`config.mk`:
```
export PLATFORM = sky130hd
export DESIGN_NAME = wmaa_fifo
export DESIGN_NICKNAME = d
export VERILOG_FILES = /design/src/hw/rtl/wmaa_fifo.sv
export SDC_FILE = /design/constraint.sdc
export NUM_CORES = 1
export LEC_CHECK = 0
export BUFFER_PORTS_ARGS = -buffer_cell sky130_fd_sc_hd__clkbuf_2
export CELL_PAD_IN_SITES_DETAIL_PLACEMENT = 1
export CELL_PAD_IN_SITES_GLOBAL_PLACEMENT = 1
export CORE_UTILIZATION = 23
export CTS_BUF_LIST = sky130_fd_sc_hd__clkbuf_8 sky130_fd_sc_hd__clkbuf_16
export CTS_CLUSTER_SIZE = 28
export DETAILED_ROUTE_END_ITERATION = 7
export GPL_ROUTABILITY_DRIVEN = 0
export MAX_ROUTING_LAYER = met4
export PLACE_DENSITY = 0.5
export SYNTH_ARGS = -nofsm -noshare
export SYNTH_HDL_FRONTEND = slang
export SYNTH_SLANG_ARGS = --single-unit
```
`constraint.sdc`:
```
create_clock -name clk -period 2.3 [get_ports clk]
set_input_delay 0.575 -clock clk [delete_from_list [all_inputs] [get_ports clk]]
set_output_delay 0.575 -clock clk [all_outputs]
set_load 0.02 [all_outputs]
```
`src/hw/rtl/wmaa_fifo.sv`:
```
`timescale 1ns / 1ps
// ----------------------------------------------------------------------------
// wmaa_fifo
// Small register queue between the front and the back of the accumulator.
// ----------------------------------------------------------------------------
module wmaa_fifo #(
    parameter int WIDTH = 8,
    parameter int DEPTH = 4
) (
    input  logic             clk,
    input  logic             rst_n,
    input  logic             push,
    input  logic [WIDTH-1:0] push_data,
    output logic             full,
    input  logic             pop,
    output logic             pop_valid,
    output logic [WIDTH-1:0] pop_data
);

    localparam int PTW = (DEPTH > 1) ? $clog2(DEPTH) : 1;
    localparam int CW  = $clog2(DEPTH + 1);

    logic [WIDTH-1:0] mem_reg [DEPTH];
    logic [PTW-1:0]   wr_ptr_reg, wr_ptr_next;
    logic [PTW-1:0]   rd_ptr_reg, rd_ptr_next;
    logic [CW-1:0]    count_reg, count_next;

    assign full      = (count_reg == CW'(DEPTH));
    assign pop_valid = (count_reg != '0);
    assign pop_data  = mem_reg[rd_ptr_reg];

    always_comb
    begin
        wr_ptr_next = wr_ptr_reg;
        rd_ptr_next = rd_ptr_reg;
        count_next  = count_reg;
        if (push)
        begin
            wr_ptr_next = (wr_ptr_reg == PTW'(DEPTH - 1)) ? '0 : wr_ptr_reg + 1'b1;
        end
        if (pop)
        begin
            rd_ptr_next = (rd_ptr_reg == PTW'(DEPTH - 1)) ? '0 : rd_ptr_reg + 1'b1;
        end
        if (push && !pop)
        begin
            count_next = count_reg + 1'b1;
        end
        else if (pop && !push)
        begin
            count_next = count_reg - 1'b1;
        end
    end

    always_ff @(posedge clk or negedge rst_n)
    begin
        if (!rst_n)
        begin
            wr_ptr_reg <= '0;
            rd_ptr_reg <= '0;
            count_reg  <= '0;
        end
        else
        begin
            wr_ptr_reg <= wr_ptr_next;
            rd_ptr_reg <= rd_ptr_next;
            count_reg  <= count_next;
        end
    end

    always_ff @(posedge clk)
    begin
        if (push)
        begin
            mem_reg[wr_ptr_reg] <= push_data;
        end
    end

endmodule

```
==> impl_results.md <==
* Max incr delay on CP at 500 ps
* DR pass1 iterations at 6
* Post-Synth Adder-Cell Area at under 10%
* Fin. max-slew vios at 0
* Synth Area in Compound Gates at 0.637%
* Worst path cell trace: buf_4 > mux4_2 > clkbuf_2
* Crit end category: primary output
* Synth Area in Simple Gates at 3.50%
* Most frequent cells in the layout: 32 x edfxtp_1, 21 x clkbuf_2, 8 x mux4_2
* Max Root-Sink Buffers at 2
* Final setup vio count at 0
* Clk pin slew, worst setup/hold paths at around 80 ps
* Pre-CTS setup slack at approximately 370 ps
* CP max stage cell: mux4_2
* Num CTS Buffers at 5
* Htree depth at 2
* Largest net degree at the start of global routing at 14
* Post-synthesis mux area share at 13.6%
* Post-CTS Setup Repair Bufs at 0
* Inserted Diodes at 0
* CP Launch Point: rd_ptr_reg[0]$_DFFE_PN0P_
* Min Tclk post-route at 2140 ps
* DRT antenna net count at 0
* Design area at 1890 sq um
* Die width at between 80 and 90 um
* WHS at ~120 ps
* M3 GR Usage at between 4 and 5%
* Crit path max-delay family: multiplexers
* Peak Freq at between 400 and 500 MHz
* First-pass GRT wire length at 4410 um
* Via/cell ratio at 4.19
* Setup tns final at 0 ps
* Met1 GRT Util at 10.8%
* # DRC at 0
* Reg2reg setup slack at 860 ps
* Yosys cell types at 18
* Initial core utilization at 24.3%
* Worst-margin pin slew at approximately 470 ps
* GR Layer Usage met2 at 12.9%
* Skew final at 7.15 ps
* Total chip power at 2.32 mW
* WP data arrival at 1560 ps
* Most common cell after layout, fill and taps aside: edfxtp_1
* Area of the die at between 7000 and 8000 sq um
* Syn-to-layout area delta at 20.0%
* Vias after detailed routing at 776
* Final net count at 126
* Busiest layer in global routing: met2
* Run status: completed
* Crit path buffers/inverters at 2
* Root buffer cell: clkbuf_8
* Cells after synthesis at 79
* FF-to-FF path depth at 3
* Syn Area/Cell at 19.9 sq um
* Fin cells at 185
* Wirelength, routed at 2720 um
* Syn nets at 98
* Static Leak at 0.702 nW
* Rows at 29
* Worst EP required at 1730 ps
* Layout cells sized above 1 at between 30% and 40%
* Max-Cap Viols at 0
* Final worst setup slack at around 160 ps
* Gr ovfl total at 0
* Kind of critical path: flip-flop to primary output
* Slew margin rel. at 69.0%
* Post-Syn Area at 1570 sq um
* Peak VDD IR at 467 uV
* Largest family of logic cells by synthesized area: multiplexers
* Synth warn at 0
* Die Ht at 84.7 um
* Sink Count at 39
* Final Hold Fails at 0
* Initial antenna violation count at 0
* Vias in the first global route at between 800 and 900
* Routed WL per cell at 14.7 um
* Dpl cells at 177
* CTS tree: yes
* Worst skew pair latency at 290 ps
* Yosys reg bits at 39
* Power Dens Cells at 1230 nW/um^2
* Post-synthesis xor/xnor area fraction at 1.67%
* Period utilization at 92.9%
* Initial DRC Count at 30
* Register area share after synthesis at 72.3%
* Post-DP Area at 1770 sq um
* Hold crit path type: input port to asynchronous set/reset pin
* Core Area at 6460 sq um
* Startpoint types: flip-flop
* RSZ-0062 raised after global routing: no
* Max reg flops at 32
* RR Startpoint: wr_ptr_reg[0]$_DFFE_PN0P_
* Utilization after layout at a little under 30%
* I/O pins at 22
* IO Port Bufs at 21
* GRT Total Usage at 8.76%
* Dpl hpwl at 2020 um
* Worst R2R End: mem_reg[0][4]$_DFFE_PP_
* Critical Path Fanout Max at 5
## synth_stat cells
master	count	area, sq um
dfrtp_1	7	175
nand2_1	1	3.75
mux2_2	3	33.8
xnor2_1	1	8.76
nor3b_1	1	7.51
edfxtp_1	32	961
mux4_2	8	180
xor2_1	2	17.5
inv_1	5	18.8
ha_1	6	75.1
buf_2	1	5.00
nand3_1	1	5.00
or3_1	1	6.26
and2_1	4	25.0
fa_1	1	20.0
o21ai_0	2	10.0
buf_6	1	11.3
nor2_1	2	7.51
## area by class of cell
| class | instances | area [sq um] |
|---|---|---|
| clock buffer | 5 | 68.8 |
| inverter | 5 | 18.8 |
| tap | 77 | 96.3 |
| clock inverter | 3 | 43.8 |
| sequential | 39 | 1140 |
| multi-input combinational | 33 | 400 |
| timing repair buffer | 23 | 120 |
| fill | 704 | 4570 |
## worst reg2reg max path, delay by kind of cell, from the launching register on
kind / cells / cell delay, ps
AND/OR/NAND/NOR: 1 / 410
flip-flops: 1 / 400
adder cells (fa/ha/maj): 1 / 160
buffers and inverters: 1 / 120
## how the worst max path moves through the flow
stage                  end  depth (start not counted)
3_3_place_gp   pop_data[4]                          3
3_5_place_dp   pop_data[4]                          3
2_1_floorplan  pop_data[0]                          2
4_1_cts        pop_data[4]                          3
5_1_grt        pop_data[4]                          3
6_report       pop_data[4]                          3
## metal layers
layer  routed length, um  up-vias  part of all wire, %
met5                   0        -                    0
met4                  26        0                 0.96
met3                 138        4                  5.1
met2                1290       21                   47
met1                1260      396                   46
li1                    -      355                    -
## power breakdown
| part | internal, mW | total [mW] | switching [mW] |
|---|---|---|---|
| clock network | 0.323 | 0.552 | 0.230 |
| registers | 0.932 | 1.05 | 0.114 |
| logic | 0.338 | 0.718 | 0.379 |
## cells by family after synthesis
family | count (synthesis)
simple gates | 10
xor+xnor | 3
mux | 11
fa+ha+maj | 7
buf+inv | 7
flops | 39
compound gates | 2
## repair_timing
item / CTS / global route
resized for setup: 0 / 1
hold buffers: 0 / 0
hold endpoints to repair: 0 / 0
setup endpoints to repair: 0 / 1
Note: power is estimated with default switching activity, not from simulation.
