===== config.mk =====
export PLATFORM = sky130hd
export DESIGN_NAME = wmaa_front
export DESIGN_NICKNAME = d
export VERILOG_FILES = /design/src/hw/rtl/wmaa_pkg.sv /design/src/hw/rtl/wmaa_front.sv
export SDC_FILE = /design/constraint.sdc
export NUM_CORES = 1
export LEC_CHECK = 0
export BUFFER_PORTS_ARGS = -buffer_cell sky130_fd_sc_hd__buf_2
export CORE_UTILIZATION = 45
export CTS_CLUSTER_SIZE = 28
export DETAILED_ROUTE_END_ITERATION = 8
export PLACE_DENSITY_LB_ADDON = 0.3
export SLEW_MARGIN = 40
export SYNTH_ARGS = -nofsm -noshare
export SYNTH_HDL_FRONTEND = slang
export SYNTH_SLANG_ARGS = --single-unit

===== constraint.sdc =====
create_clock -name clk -period 5.75 [get_ports clk]
set_clock_uncertainty 0.2 [all_clocks]
set_input_delay 0.575 -clock clk [delete_from_list [all_inputs] [get_ports clk]]
set_output_delay 0.575 -clock clk [all_outputs]
set_load 0.01 [all_outputs]

===== src/hw/rtl/wmaa_pkg.sv =====
`timescale 1ns / 1ps
// ----------------------------------------------------------------------------
// wmaa_pkg
// Shared types and codes for the waveform moving-average accumulator.
// ----------------------------------------------------------------------------
package wmaa_pkg;

    // Input opcodes
    localparam logic OP_SAMPLE  = 1'b0;
    localparam logic OP_RESTART = 1'b1;

    // Configuration register map
    localparam int CFG_INDEX_W = 2;
    localparam int CFG_DATA_W  = 13;
    localparam logic [CFG_INDEX_W-1:0] REG_AVERAGE_COUNT   = 2'd0;
    localparam logic [CFG_INDEX_W-1:0] REG_SINGLE_SEQUENCE = 2'd1;
    localparam logic [CFG_INDEX_W-1:0] REG_RECORD_WORDS    = 2'd2;

    // Register reset values
    localparam logic [10:0] AVERAGE_COUNT_RST = 11'd1;
    localparam logic [12:0] RECORD_WORDS_RST  = 13'd4000;

    // Entries in the queue between front and back
    localparam int QUEUE_DEPTH = 4;

    typedef struct packed {
        logic               opcode;
        logic signed [15:0] sample;
    } in_data_t;

    typedef struct packed {
        logic [11:0]        word_index;
        logic signed [31:0] accumulated_sum;
        logic               end_of_record;
        logic [10:0]        records_in_sum;
        logic [15:0]        acquisitions;
        logic               sequence_done;
    } out_data_t;

    // Work handed from the front to the back for one sample
    typedef struct packed {
        logic               fresh;          // old sum reads as zero
        logic               hist_rd;        // subtract oldest record's word
        logic               hist_wr;        // store sample in history ring
        logic signed [15:0] sample;
        logic [11:0]        word_index;
        logic               end_of_record;
        logic [10:0]        records_in_sum;
        logic [15:0]        acquisitions;
        logic               sequence_done;
    } wmaa_cmd_t;

endpackage


===== src/hw/rtl/wmaa_front.sv =====
`timescale 1ns / 1ps
// ----------------------------------------------------------------------------
// wmaa_front
// Accepts transactions and configuration writes, tracks record position,
// window fill and counts, and issues one command per kept sample.
// ----------------------------------------------------------------------------
module wmaa_front #(
    parameter int RECORD_WORDS_MAX = 4096,
    parameter int MAX_RECORDS      = 16,
    parameter int AW               = 12,
    parameter int HAW              = 16
) (
    input  logic                              clk,
    input  logic                              rst_n,
    input  logic                              in_valid,
    output logic                              in_ready,
    input  wmaa_pkg::in_data_t                in_data,
    input  logic                              cfg_write,
    input  logic [wmaa_pkg::CFG_INDEX_W-1:0]  cfg_index,
    input  logic [wmaa_pkg::CFG_DATA_W-1:0]   cfg_data,
    output logic                              q_push,
    output wmaa_pkg::wmaa_cmd_t               q_cmd,
    output logic [AW-1:0]                     q_sum_addr,
    output logic [HAW-1:0]                    q_hist_addr,
    input  logic                              q_full
);

    localparam int LW = $clog2(RECORD_WORDS_MAX + 1);
    localparam int SW = (MAX_RECORDS > 1) ? $clog2(MAX_RECORDS) : 1;
    localparam int FW = $clog2(MAX_RECORDS + 1);

    logic [10:0]   avg_count_reg, avg_count_next;
    logic          single_reg, single_next;
    logic [12:0]   rec_words_reg, rec_words_next;
    logic [AW-1:0] word_pos_reg, word_pos_next;
    logic [FW-1:0] fill_reg, fill_next;
    logic [SW-1:0] oldest_reg, oldest_next;
    logic [10:0]   summed_reg, summed_next;
    logic [15:0]   acq_reg, acq_next;
    logic          fresh_reg, fresh_next;

    logic [10:0]   av;
    logic [LW-1:0] len;
    logic [AW-1:0] pos;
    logic [LW-1:0] pos_inc;
    logic          last;
    logic          full;
    logic          drop;
    logic [31:0]   slot_sel;
    logic [SW-1:0] slot;
    logic [10:0]   cnt_after;
    logic [15:0]   acq_inc;
    logic          accept;
    logic          restart;

    assign in_ready = !q_full;
    assign accept   = in_valid && in_ready;

    // effective window length and record length
    always_comb
    begin
        av = (avg_count_reg == '0) ? 11'd1 : avg_count_reg;
        if (!single_reg && (32'(av) > 32'(MAX_RECORDS)))
        begin
            av = 11'(MAX_RECORDS);
        end
        if (rec_words_reg == '0)
        begin
            len = LW'(1);
        end
        else if (32'(rec_words_reg) > 32'(RECORD_WORDS_MAX))
        begin
            len = LW'(RECORD_WORDS_MAX);
        end
        else
        begin
            len = LW'(rec_words_reg);
        end
    end

    always_comb
    begin
        pos      = (LW'(word_pos_reg) >= len) ? '0 : word_pos_reg;
        pos_inc  = LW'(pos) + LW'(1);
        last     = (pos_inc >= len);
        full     = !single_reg && (32'(fill_reg) >= 32'(av));
        drop     = single_reg && (summed_reg >= av);
        slot_sel = full ? 32'(oldest_reg) : 32'(fill_reg);
        if (slot_sel >= 32'(MAX_RECORDS))
        begin
            slot_sel = '0;
        end
        slot      = SW'(slot_sel);
        cnt_after = full ? summed_reg : summed_reg + 11'd1;
        acq_inc   = acq_reg + 16'd1;
    end

    assign q_push      = accept && (in_data.opcode == wmaa_pkg::OP_SAMPLE) && !drop;
    assign q_sum_addr  = pos;
    assign q_hist_addr = HAW'(32'(slot) * 32'(RECORD_WORDS_MAX) + 32'(pos));

    always_comb
    begin
        q_cmd.fresh          = fresh_reg;
        q_cmd.hist_rd        = full;
        q_cmd.hist_wr        = !single_reg;
        q_cmd.sample         = in_data.sample;
        q_cmd.word_index     = 12'(pos);
        q_cmd.end_of_record  = last;
        q_cmd.records_in_sum = cnt_after;
        q_cmd.acquisitions   = acq_inc;
        q_cmd.sequence_done  = single_reg && (cnt_after >= av);
    end

    always_comb
    begin
        avg_count_next = avg_count_reg;
        single_next    = single_reg;
        rec_words_next = rec_words_reg;
        word_pos_next  = word_pos_reg;
        fill_next      = fill_reg;
        oldest_next    = oldest_reg;
        summed_next    = summed_reg;
        acq_next       = acq_reg;
        fresh_next     = fresh_reg;
        restart        = 1'b0;

        if (cfg_write)
        begin
            case (cfg_index)
                wmaa_pkg::REG_AVERAGE_COUNT:
                begin
                    avg_count_next = cfg_data[10:0];
                    restart        = 1'b1;
                end
                wmaa_pkg::REG_SINGLE_SEQUENCE:
                begin
                    single_next = cfg_data[0];
                    restart     = 1'b1;
                end
                wmaa_pkg::REG_RECORD_WORDS:
                begin
                    rec_words_next = cfg_data;
                    restart        = 1'b1;
                end
                default:
                begin
                    restart = 1'b0;
                end
            endcase
        end
        else if (accept && (in_data.opcode == wmaa_pkg::OP_RESTART))
        begin
            restart = 1'b1;
        end
        else if (q_push)
        begin
            if (last)
            begin
                word_pos_next = '0;
                fresh_next    = 1'b0;
                summed_next   = cnt_after;
                acq_next      = acq_inc;
                if (!single_reg)
                begin
                    if (full)
                    begin
                        oldest_next = (32'(oldest_reg) + 32'd1 >= 32'(av)) ?
                                      '0 : oldest_reg + 1'b1;
                    end
                    else
                    begin
                        fill_next = fill_reg + 1'b1;
                    end
                end
            end
            else
            begin
                word_pos_next = AW'(pos_inc);
            end
        end

        if (restart)
        begin
            word_pos_next = '0;
            fill_next     = '0;
            oldest_next   = '0;
            summed_next   = '0;
            acq_next      = '0;
            fresh_next    = 1'b1;
        end
    end

    always_ff @(posedge clk or negedge rst_n)
    begin
        if (!rst_n)
        begin
            avg_count_reg <= wmaa_pkg::AVERAGE_COUNT_RST;
            single_reg    <= 1'b0;
            rec_words_reg <= wmaa_pkg::RECORD_WORDS_RST;
            word_pos_reg  <= '0;
            fill_reg      <= '0;
            oldest_reg    <= '0;
            summed_reg    <= '0;
            acq_reg       <= '0;
            fresh_reg     <= 1'b1;
        end
        else
        begin
            avg_count_reg <= avg_count_next;
            single_reg    <= single_next;
            rec_words_reg <= rec_words_next;
            word_pos_reg  <= word_pos_next;
            fill_reg      <= fill_next;
            oldest_reg    <= oldest_next;
            summed_reg    <= summed_next;
            acq_reg       <= acq_next;
            fresh_reg     <= fresh_next;
        end
    end

endmodule


==> results of run 1 <==
[cells by family (layout without fill, tap and decap cells)]
kind of cell	Yosys count	in the layout	synth area share, %
buf+inv	85	147	8.48
fa+ha+maj	62	62	13.3
mux	27	27	5.19
flops	74	74	31.9
compound gates	109	109	12.2
simple gates	236	236	19.9
xor+xnor	60	60	9.01
[cell type report]
type / count / area, um^2 / share of cell area, %
multi-input cells: 494 / 3540 / 53.5
inverters: 19 / 71.3 / 1.08
well taps: 172 / 215 / 3.26
clock buffers: 11 / 253 / 3.82
clock inverters: 5 / 62.6 / 0.946
flip-flops and latches: 74 / 1860 / 28.2
repair buffers: 112 / 609 / 9.22
[Yosys cell counts, drive strengths merged (2+ instances only)]
cell,n
a2111oi,2
a211oi,6
mux2,26
and2,11
a31o,4
or3,4
ha,62
xor2,11
nor3b,5
nor4,12
nand4,6
and3,9
a22o,3
o21a,2
o31ai,2
a21oi,29
nor2b,4
a211o,3
a21o,5
nand2,65
o22ai,2
a31oi,15
nand3b,2
clkbuf,15
o21ai,26
nand2b,12
nor2,59
nand3,19
and4,2
nor3,23
buf,51
o211ai,4
xnor2,49
dfrtp,66
dfstp,8
inv,19
[critical path: stages (launching register included)]
cell,delay (ps)
sky130_fd_sc_hd__dfrtp_1,410
sky130_fd_sc_hd__nor4_2,270
sky130_fd_sc_hd__a31oi_1,120
sky130_fd_sc_hd__nor2_1,160
sky130_fd_sc_hd__ha_1,250
sky130_fd_sc_hd__nand2b_1,140
sky130_fd_sc_hd__a21o_1,180
sky130_fd_sc_hd__a21oi_2,150
sky130_fd_sc_hd__o311ai_2,150
sky130_fd_sc_hd__and2_4,180
sky130_fd_sc_hd__nor2_2,100
sky130_fd_sc_hd__ha_2,190
sky130_fd_sc_hd__nand2_1,80
sky130_fd_sc_hd__nor2_2,130
sky130_fd_sc_hd__and3_4,220
sky130_fd_sc_hd__and3_4,210
sky130_fd_sc_hd__xnor2_1,120
sky130_fd_sc_hd__nor2_1,60
sky130_fd_sc_hd__ha_1,300
sky130_fd_sc_hd__a211oi_1,230
sky130_fd_sc_hd__o21ai_1,100
sky130_fd_sc_hd__a21oi_1,150
sky130_fd_sc_hd__and3_4,200
sky130_fd_sc_hd__inv_1,80
sky130_fd_sc_hd__buf_2,150
[power breakdown]
part           total [mW]  switching (mW)  internal (mW)
clock               0.589           0.228          0.361
sequential          0.595          0.0314          0.564
combinational       0.358           0.213          0.144
[routing by layer]
layer	vias to the layer above	wire, um
li1	2376	-
met1	2366	6850
met2	152	6270
met3	17	639
met4	0	225
met5	-	0
[through the flow]
stage | power [mW] | cells | setup TNS [ps] | hold WS, ps | util (%)
after global routing | 1.63 | 887 | -48.8 | 219 | 52.4
after CTS | 1.55 | 885 | 0 | 182 | 51.9
after floorplan | 0.848 | 653 | 0 | 79.4 | -
final | 1.54 | 887 | 0 | 158 | 52.4
after detailed placement | 0.948 | 868 | 0 | 265 | 49.3
after global placement | 0.935 | 868 | 0 | 289 | 49.2
[how the worst max path moves through the flow]
stage	startpoint	to	cells past startpoint
3_3_place_gp	rec_words_reg[4]	oldest_reg[2]	25
4_1_cts	rec_words_reg[4]	q_cmd[28]	24
3_5_place_dp	rec_words_reg[4]	oldest_reg[2]	25
5_1_grt	rec_words_reg[6]	q_cmd[28]	24
2_1_floorplan	rec_words_reg[4]	oldest_reg[2]	28
6_report	rec_words_reg[6]	q_cmd[28]	24
[what timing repair did]
| item | CTS | global route |
|---|---|---|
| buffers inserted | 1 | 2 |
| pin swaps | 1 | 5 |
| hold endpoints to repair | 0 | 0 |
| setup endpoints to repair | 1 | 45 |
| resized for setup | 4 | 12 |
==> impl.org, run 1 <==
** Outcome
- Result of the run :: finished clean

** STA
- Number of pins with negative max-slew slack in the final report :: 0
- Relative slew slack :: ~52%
- Max Fclk :: ~0.18 GHz
- At the pin with the least slew margin, the transition time is slightly above 700 ps.
- The number of hold-slack violations in the final timing report is 0.
- Setup ws final :: between 200 and 300 ps
- Subtracting the final worst setup slack from the clock period gives ~5500 ps.
- Ratio of final minimum period to clock period :: a little over nine tenths
- Setup Viol. Count Final :: 0
- Setup repair after global routing could not meet its margin everywhere.

** Synthesis
- Synthesized net count :: between 700 and 800
- Fraction of synthesis flops using an asynchronous set or reset pin :: 100%
- Distinct cells, synth :: 58
- The mapped netlist covers slightly below 0.006 mm^2.
- Share of the synthesized area in the top cell type :: between 20% and 30%
- Number of flops mapped to enable cells by yosys :: 0
- Syn Inst Count :: between 600 and 700
- After synthesis, the mean cell area works out to around 9 um^2.
- Ys flop type :: sky130_fd_sc_hd__dfrtp_1
- During synthesis, Yosys emitted a total of 0 warnings.
- Top area cells in the synthesized netlist :: sky130_fd_sc_hd__dfrtp_1, sky130_fd_sc_hd__ha_1, sky130_fd_sc_hd__xnor2_1, sky130_fd_sc_hd__buf_4, sky130_fd_sc_hd__mux2_2
- The largest total area in the synthesized netlist belongs to sky130_fd_sc_hd__dfrtp_1.
- The synthesized design contains 74 register bits.
- Summing the sequential cell areas from Yosys gives 31.9% of the chip area.

** Power and ir drop
- Peak VDD IR :: around 0.12 mV
- Dividing total power by cell area gives a power density of about 230 mW/mm^2.
- P_leak :: around 3.1 nW

** Min path
- The path class of the tightest hold or removal check is input port to asynchronous set/reset pin.

** Critical path
- R2R Path End :: oldest_reg[2]
- Critical Path End Type :: output port
- For the worst setup path, the data required time is roughly 5000 ps.
- Worst reg2reg path depth :: 26
- Worst flop-to-flop path startpoint :: rec_words_reg[6]
- Data arrival time at the worst-slack endpoint :: roughly 4700 ps
- Startpoint kind of the worst setup timing path :: flop
- In this run the worst path has a maximum fanout of 4.
- The worst setup path is of the flop to output port kind.
- Flop2flop setup slack :: roughly 370 ps

** Clocking
- Clock-pin slew was measured on the worst setup and hold paths at approximately 60 ps.
- CTS built an H-tree with a depth of 3.
- Later-pin clock latency in the skew report :: 350 ps
- For this design, the CTS-stage hold fixing added 0 buffers.
- CTS placed an instance of sky130_fd_sc_hd__clkbuf_16 at the clock tree root.
- Total clock buffers created by CTS :: 9
- CTS saw 74 sinks.
- TritonCTS built the clock tree.
- Worst-case clock buffer depth :: 2

** Global routing
- Global Route met2 Usage :: between 30% and 40%
- Tot GR Track Use :: between 20% and 30%
- In the global route stage, met1 resource usage came out at between 30% and 40%.
- After global routing, the most crowded layer is met2.
- Entering global routing, the biggest net connects between 70 and 80 pins.
- Met3 Resource Use GR :: approximately 3.6%
- Wire length of the first global-routing pass :: 23.5 mm
- Number of global-route vias before repair :: roughly 4800
- The number of antenna violations at the first check in global routing is 0.
- GR Overflow Total :: 0

** Detailed routing
- Avg WL per Cell :: 15.8 um
- Final WL :: between 10 and 15 mm
- Post-detailed-route count of antenna-violating nets :: 0
- Summing over every cut layer, the via total after detailed routing is 4911.
- Via count normalized by instance count :: around 5.5
- First-pass iteration count of the detailed router :: 4
- Number of remaining DRC errors :: 0
- After the first detailed-routing iteration, the DRC count stood at around 270.

** Floorplan
- The floorplan step defined a core boundary enclosing about 0.013 mm^2.
- The initialized floorplan defines between 40 and 50 standard-cell rows.
- Width of the die :: ~120 um
- # IOs :: 127
- Area of the die :: approximately 0.013 mm^2
- Initial core utilization :: between 40 and 50%
- Overall die height :: ~120 um

** Placement
- Dpl hpwl :: roughly 11 mm
- Once placement finished, the instance area stood at around 0.0062 mm^2.
- Input and output buffers added on the ports amount to 94.
- Routability congestion estimate :: around 0.88
- Timing analysis after detailed placement gives a worst setup slack of approximately 130 ps.

** Finish
- Commonest cells after routing, fill and taps aside :: sky130_fd_sc_hd__buf_2, sky130_fd_sc_hd__dfrtp_1, sky130_fd_sc_hd__nand2_1
- Antenna cells :: 0
- Fill cells in the final layout number 1181.
- The area growth from synthesis to layout is 13.4%.
- Most frequent standard cell in the layout excluding fill and tap cells :: sky130_fd_sc_hd__buf_2
- Number of flip-flops in the largest register :: 16
- The finished cells cover between 0.006 and 0.007 mm^2.
- At the end of the flow, the number of nets in the layout was between 800 and 900.
- Share of layout cells above drive strength 1 :: roughly a quarter

** Flow run
- Max-cap violations in this run came to 0.
Power figures use the tool's default switching activity.
==> run 2: changes to the inputs <==
--- a/config.mk
+++ b/config.mk
@@ -5,7 +5,7 @@
 export SDC_FILE = /design/constraint.sdc
 export NUM_CORES = 1
 export LEC_CHECK = 0
-export BUFFER_PORTS_ARGS = -buffer_cell sky130_fd_sc_hd__buf_2
+export BUFFER_PORTS_ARGS = -buffer_cell sky130_fd_sc_hd__buf_4
 export CORE_UTILIZATION = 45
 export CTS_CLUSTER_SIZE = 28
 export DETAILED_ROUTE_END_ITERATION = 8
==> impl.org, run 2 (synthesis results as in run 1) <==
** Critical path
- Startpoint kind of the worst setup timing path :: flop
- Critical Path End Type :: output port
- Crit Path Class :: flop to output port
- Data arrives at the worst endpoint at roughly 4700 ps.
- Along the worst path, the maximum fanout reaches 4.
- STA puts the critical path data required time at approximately 5000 ps.

** Power and ir drop
- In this run the power spent charging and discharging nets is approximately 0.48 mW.
- Per report_power, the combinational group accounts for a little under a quarter of the total.
- Peak VDD IR :: approximately 0.17 mV
- For this design the ratio of total power to cell area is 238 mW/mm^2.
- The internal portion of the total power is around 1.2 mW.
- Share of total power in sequential cells :: between 30% and 40%
- For this design the static power due to leakage is about 3.2 nW.
- Relative contribution of the clock network to total power :: ~41%
- Sw Ratio :: 28.9%

** Min path
- The path class of the tightest hold or removal check is input port to asynchronous set/reset pin.

** Global routing
- The via count of the first global-routing pass was between 4000 and 5000.
- Antenna violations before repair :: 0
- Largest net degree at the start of global routing :: 75
- The first global-routing pass estimated 23.0 mm of wire.
- Global routing used 22.6% of the available tracks across all layers.
- Global routing finished with a remaining overflow of 0.

** STA
- Final period demand of the worst path :: 5470 ps
- Final hold analysis gives a worst-case slack of ~44 ps.
- Setup ws final :: between 200 and 300 ps
- Setup Viol. Count Final :: 0
- The max-slew violation count is 0.
- The number of hold-slack violations in the final timing report was 0.
- Tightest Pin Transition :: approximately 720 ps
- Max Fclk :: ~0.18 GHz
- Relative slew slack :: slightly above 50%
- Setup repair after global routing could not meet its margin everywhere.
- Setup total negative slack on the finished layout was measured at 0 ps.
- Of the available clock period, the critical path in the final layout requires between 90% and 100%.

** Detailed routing
- Avg WL per Cell :: ~16 um
- Number of remaining DRC errors :: 0
- For this run, the detailed router's first-pass iteration total came to 5.
- Post-detailed-route count of antenna-violating nets :: 0
- First-iteration detailed-routing DRC count :: between 200 and 250
- Final WL :: between 10 and 15 mm
- Dividing the detail-routed via count by the number of cells gives approximately 5.6.
- The routed layout has 4980 vias.

** Finish
- Number of nets at the end of the flow :: a little over 800
- The library cell used most frequently in the layout, excluding fill and tap cells, is sky130_fd_sc_hd__buf_4.
- Compared with the post-synthesis result, the final layout area differs by 18.5%.
- Leaving out filler cells and counting taps, the final layout contains 890.
- Share of layout cells above drive strength 1 :: between 20% and 30%
- The number of antenna diodes in the final layout is 0.
- Post-layout instance area :: just under 0.007 mm^2
- Commonest cells after routing, fill and taps aside :: sky130_fd_sc_hd__buf_4, sky130_fd_sc_hd__dfrtp_1, sky130_fd_sc_hd__nand2_1
- Number of flip-flops in the largest register :: 16

** Placement
- Counting tap cells, the placed design contains a total of just under 900 instances.
- Prior to clock tree synthesis, the placed netlist has a worst setup slack of ~55 ps.
- Routability congestion estimate :: about 0.9
- Dpl hpwl :: between 10 and 15 mm
- Placed cell areas :: 0.00644 mm^2
- The count of buffers added on input and output ports is 94.

** Outcome
- Result of the run :: finished clean

** Floorplan
- Initial core utilization :: 46.2%
- Site Rows :: 41
- Width of the die :: about 120 um
- # IOs :: between 100 and 150
- Core region area :: approximately 0.013 mm^2
- The floorplan step defined a die boundary enclosing 0.0134 mm^2.
- In this run the vertical extent of the chip is 116 um.

** Clocking
- Total number of clock tree sinks :: 74
- The number of clock buffers added by TritonCTS is 9.
- Clock latency on the worst-skew pair, taken at its later pin, is about 350 ps.
- H-tree lvl count :: 3
- Clock tree from TritonCTS :: done
- The longest clock path from root to sink contains 2 buffers.
- After clock tree synthesis, the clock-pin slew on the worst setup and hold paths is about 60 ps.
- Buffer type at the clock tree root :: sky130_fd_sc_hd__clkbuf_16

** Flow run
- Count of max-cap constraint violations :: 0
==> run 2: changes by cell type in the layout (fill, tap and decap cells not counted), sizes merged <==
| cell | previous run | this run |
|---|---|---|
| buf | 112 | 115 |
| clkinvlp | 2 | 0 |
| bufinv | 1 | 3 |
==> run 2: final timing paths <==
check / slack [ps] / startpoint / depth (start not counted) / endpoint
worst max-delay path: 280 / rec_words_reg[6] / 24 / q_cmd[28]
worst min-delay path: 40 / rst_n / 1 / fill_reg[2]
worst max register to register: 370 / rec_words_reg[6] / 26 / oldest_reg[2]
worst min register to register: 310 / fresh_reg / 2 / fresh_reg
max in group asynchronous: 4830 / rst_n / 1 / rec_words_reg[12]
min in group clk: 260 / cfg_data[11] / 2 / rec_words_reg[11]
==> run 2: layer usage <==
metal	track usage, %	part of all wire, %
met2	34.3	45
met1	31.4	47
met5	0	0
met3	3.66	6.4
met4	10.9	1.9
==> run 2: power groups by stage <==
| stage | registers [mW] | clock network [mW] | logic, mW |
|---|---|---|---|
| 2_1_floorplan | 0.591 | 0 | 0.257 |
| 3_3_place_gp | 0.601 | 0 | 0.343 |
| 3_5_place_dp | 0.603 | 0 | 0.353 |
| 4_1_cts | 0.595 | 0.687 | 0.358 |
| 5_1_grt | 0.600 | 0.709 | 0.418 |
| 6_report | 0.595 | 0.676 | 0.372 |
==> run 2: worst max-delay path, stage by stage, from the launching register on <==
cell	delay [ps]
sky130_fd_sc_hd__dfrtp_1	400
sky130_fd_sc_hd__nor4_2	270
sky130_fd_sc_hd__a31oi_1	110
sky130_fd_sc_hd__nor2_1	150
sky130_fd_sc_hd__ha_1	250
sky130_fd_sc_hd__nand2b_1	140
sky130_fd_sc_hd__a21o_1	190
sky130_fd_sc_hd__a21oi_2	150
sky130_fd_sc_hd__o311ai_2	150
sky130_fd_sc_hd__and2_4	180
sky130_fd_sc_hd__nor2_2	110
sky130_fd_sc_hd__ha_2	210
sky130_fd_sc_hd__nand2_1	80
sky130_fd_sc_hd__nor2_2	130
sky130_fd_sc_hd__and3_4	220
sky130_fd_sc_hd__and3_4	210
sky130_fd_sc_hd__xnor2_1	120
sky130_fd_sc_hd__nor2_1	60
sky130_fd_sc_hd__ha_1	310
sky130_fd_sc_hd__a211oi_1	230
sky130_fd_sc_hd__o21ai_1	100
sky130_fd_sc_hd__a21oi_1	140
sky130_fd_sc_hd__and3_4	190
sky130_fd_sc_hd__inv_1	90
sky130_fd_sc_hd__buf_4	160
==> run 2: layout make-up <==
cell class	instances	area [um^2]
Fill cell	1149	5710
Multi-Input combinational cell	494	3540
Sequential cell	74	1860
Timing Repair Buffer	115	867
Clock buffer	11	253
Tap cell	172	215
Clock inverter	5	100
Inverter	19	71.3
==> run 2: metrics by stage <==
step	utilization, %	total power [mW]
2_1_floorplan	-	0.848
3_3_place_gp	51.0	0.944
3_5_place_dp	51.1	0.956
4_1_cts	54.1	1.64
5_1_grt	54.7	1.73
6_report	54.7	1.64
==> run 2: timing repair <==
item,4_1_cts,5_1_grt
pin swaps,1,7
gates resized for setup,7,8
hold buffers,0,0
buffers inserted,1,6
setup endpoints to repair,1,15
==> run 3: changes to the inputs <==
--- a/config.mk
+++ b/config.mk
@@ -6,7 +6,7 @@
 export NUM_CORES = 1
 export LEC_CHECK = 0
 export BUFFER_PORTS_ARGS = -buffer_cell sky130_fd_sc_hd__buf_4
-export CORE_UTILIZATION = 45
+export CORE_UTILIZATION = 50
 export CTS_CLUSTER_SIZE = 28
 export DETAILED_ROUTE_END_ITERATION = 8
 export PLACE_DENSITY_LB_ADDON = 0.3
==> impl.org, run 3 (synthesis results as in run 1) <==
** Placement
- Dpl hpwl :: between 10 and 15 mm
- Routability congestion estimate :: approximately 0.87
- The count of buffers added on input and output ports is 94.

** Floorplan
- In this run the standard cell core region covers ~0.011 mm^2.
- Overall die height :: between 100 and 150 um
- Width of the die :: around 110 um
- The floorplan has 39 rows.
- The die covers 0.0121 mm^2.
- The initial utilization of the core area, before any placement, comes to roughly half.
- # IOs :: ~130

** STA
- Final total negative setup slack :: 0 ps
- Ratio of final minimum period to clock period :: a little over nine tenths
- Tightest Pin Transition :: between 700 and 800 ps
- Setup violations remaining at the end of the flow were counted as 0.
- The number of hold-slack violations in the final timing report came to 0.
- Final hold slack :: about 57 ps
- Static timing analysis puts the maximum clock frequency at 0.180 GHz.
- Final period demand of the worst path :: ~5600 ps
- The worst pin sits at a relative slew slack of roughly half.
- The max-slew violation count came to 0.

** Global routing
- The number of antenna violations at the first check in global routing was 0.
- Global routing used between 20% and 30% of the available tracks across all layers.
- Entering global routing, the biggest net connects 75 pins.
- Number of global-route vias before repair :: between 4000 and 5000
- Global routing finished with a remaining overflow of 0.
- The first global-routing pass estimated approximately 22 mm of wire.

** Clocking
- H-tree lvl count :: 3
- Later-pin clock latency in the skew report :: 340 ps
- TritonCTS built the clock tree.
- Total clock buffers created by CTS :: 9
- Buffer type at the clock tree root :: sky130_fd_sc_hd__clkbuf_16
- Number of buffers inserted for hold repair after clock tree synthesis :: 0
- The clock passes through at most 2 buffers.
- Clock-pin slew was measured on the worst setup and hold paths at ~60 ps.
- Counting every sink on the clock net gives 74.

** Critical path
- Crit Path Class :: flop to output port
- Startpoint kind of the worst setup timing path :: flop
- Critical path's top delay family :: simple AND/OR/NAND/NOR gates
- Count of buffer and inverter cells on the critical path :: 2
- For the worst setup path, the data required time is approximately 5000 ps.
- Worst path slowest cell :: sky130_fd_sc_hd__dfrtp_1
- STA puts the critical path data arrival time at about 4800 ps.
- Traced cell by cell, the critical path runs through nor4_2 -> a31oi_1 -> nor2_1 -> ha_1 -> nand2b_1 -> a21o_1 -> a21oi_2 -> o311ai_2 -> nand2_1 -> and2_2 -> ha_4 -> nand2_1 -> nor2_4 -> and3_4 -> and3_4 -> xnor2_1 -> nor2_1 -> ha_1 -> a211oi_2 -> o21ai_0 -> a21oi_1 -> and3_4 -> inv_1 -> buf_4.
- Biggest fanout along the worst timing path :: 4
- The worst setup path is captured at an output port.
- On the worst path, the slowest cell contributes a delay of just over 400 ps.
- Cell with the most instances on the worst path :: sky130_fd_sc_hd__and3_4

** Finish
- The area growth from synthesis to layout is 17.0%.
- Antenna cells :: 0
- The layout has 971 filler cells.
- Final core utilization :: 60.0%
- Most frequent standard cell in the layout excluding fill and tap cells :: sky130_fd_sc_hd__buf_4
- Commonest cells after routing, fill and taps aside :: sky130_fd_sc_hd__buf_4, sky130_fd_sc_hd__dfrtp_1, sky130_fd_sc_hd__nand2_1
- Number of nets at the end of the flow :: around 800
- The post-route netlist has 25.8% of its cells at a drive strength greater than 1.
- Number of flip-flops in the largest register :: 16

** Outcome
- Result of the run :: finished clean

** Power and ir drop
- Peak VDD IR :: between 0.1 and 0.15 mV
- For this design the ratio of total power to cell area is roughly 230 mW/mm^2.
- Overall power consumption after layout is estimated at around 1.6 mW.
- In this run the static leakage power is 3.14 nW.

** Detailed routing
- First-pass iteration count of the detailed router :: 5
- The detailed router finished its first iteration with about 270 violations.
- Via count normalized by instance count :: 5.69
- Via count :: 4861
- Once detail routing completed, the nets flagged for antenna violations numbered 0.
- After detailed routing, the number of remaining DRC violations is 0.
- Final WL :: roughly 14 mm
- In the final routed layout, each cell accounts on average for 16.3 um.

** Min path
- In this run the worst hold path is classified as input port to asynchronous set/reset pin.

** Flow run
- Across the run, the number of max-cap violations was 0.
-- run 3: final cells by class --
| cell class | instances | area, um^2 | area share [%] |
|---|---|---|---|
| inverter | 19 | 71.3 | 1.05 |
| multi-input combinational | 494 | 3560 | 52.2 |
| tap | 143 | 179 | 2.62 |
| clock buffer | 14 | 264 | 3.87 |
| clock inverter | 2 | 60.1 | 0.881 |
| sequential | 74 | 1860 | 27.3 |
| timing repair buffer | 109 | 822 | 12.1 |
-- run 3: power breakdown --
part	switching [mW]	internal [mW]
clock network	0.219	0.404
logic	0.215	0.154
registers	0.0326	0.564
total	0.467	1.12
-- run 3: timing repair --
action,in CTS,in global routing
pin swaps,0,4
setup endpoints to repair,1,50
buffers inserted,0,2
gates resized for setup,2,16
-- run 3: routing by layer --
| layer | global-route usage (%) | vias to the layer above | share of wire, % | wire length [um] |
|---|---|---|---|---|
| li1 | - | 2377 | - | - |
| met1 | 33.5 | 2295 | 47 | 6510 |
| met2 | 37.1 | 161 | 46 | 6380 |
| met3 | 3.53 | 28 | 5.6 | 778 |
| met4 | 8.10 | 0 | 2.0 | 274 |
| met5 | 0 | - | 0 | 0 |
-- run 3: final timing paths --
path | to | slack [ps] | startpoint | cells after the start
max | q_cmd[28] | 200 | rec_words_reg[6] | 24
min | fill_reg[3] | 60 | rst_n | 1
max reg2reg | oldest_reg[2] | 330 | rec_words_reg[6] | 25
min reg2reg | fresh_reg | 290 | fresh_reg | 2
max in group asynchronous | rec_words_reg[6] | 4810 | rst_n | 1
min in group clk | rec_words_reg[12] | 280 | cfg_data[12] | 2
-- run 3: worst register-to-register path, cell delays in order (launching register included) --
cell and delay [ps]:
sky130_fd_sc_hd__dfrtp_1 410, sky130_fd_sc_hd__nor4_2 260, sky130_fd_sc_hd__a31oi_1 120, sky130_fd_sc_hd__nor2_1 170
sky130_fd_sc_hd__ha_1 250, sky130_fd_sc_hd__nand2b_1 140, sky130_fd_sc_hd__a21o_1 180, sky130_fd_sc_hd__a21oi_2 140
sky130_fd_sc_hd__o311ai_2 150, sky130_fd_sc_hd__nand2_1 110, sky130_fd_sc_hd__and2_2 210, sky130_fd_sc_hd__ha_4 160
sky130_fd_sc_hd__nand2_1 110, sky130_fd_sc_hd__nor2_4 150, sky130_fd_sc_hd__and3_4 230, sky130_fd_sc_hd__and3_4 210
sky130_fd_sc_hd__xnor2_1 110, sky130_fd_sc_hd__nor2_1 60, sky130_fd_sc_hd__ha_1 330, sky130_fd_sc_hd__o21ai_1 100
sky130_fd_sc_hd__a211oi_1 240, sky130_fd_sc_hd__o21ai_1 90, sky130_fd_sc_hd__and3_4 190, sky130_fd_sc_hd__or4b_1 650
sky130_fd_sc_hd__a211o_1 320, sky130_fd_sc_hd__nand2_1 70
-- run 3: stage by stage --
step	area [um^2]	setup slack [ps]	std cells
floorplan	5830	96.1	653
global placement	6400	259	837
detailed placement	6400	79.2	837
CTS	6730	3.81	853
global route	6820	-57.0	855
finish	6820	195	855
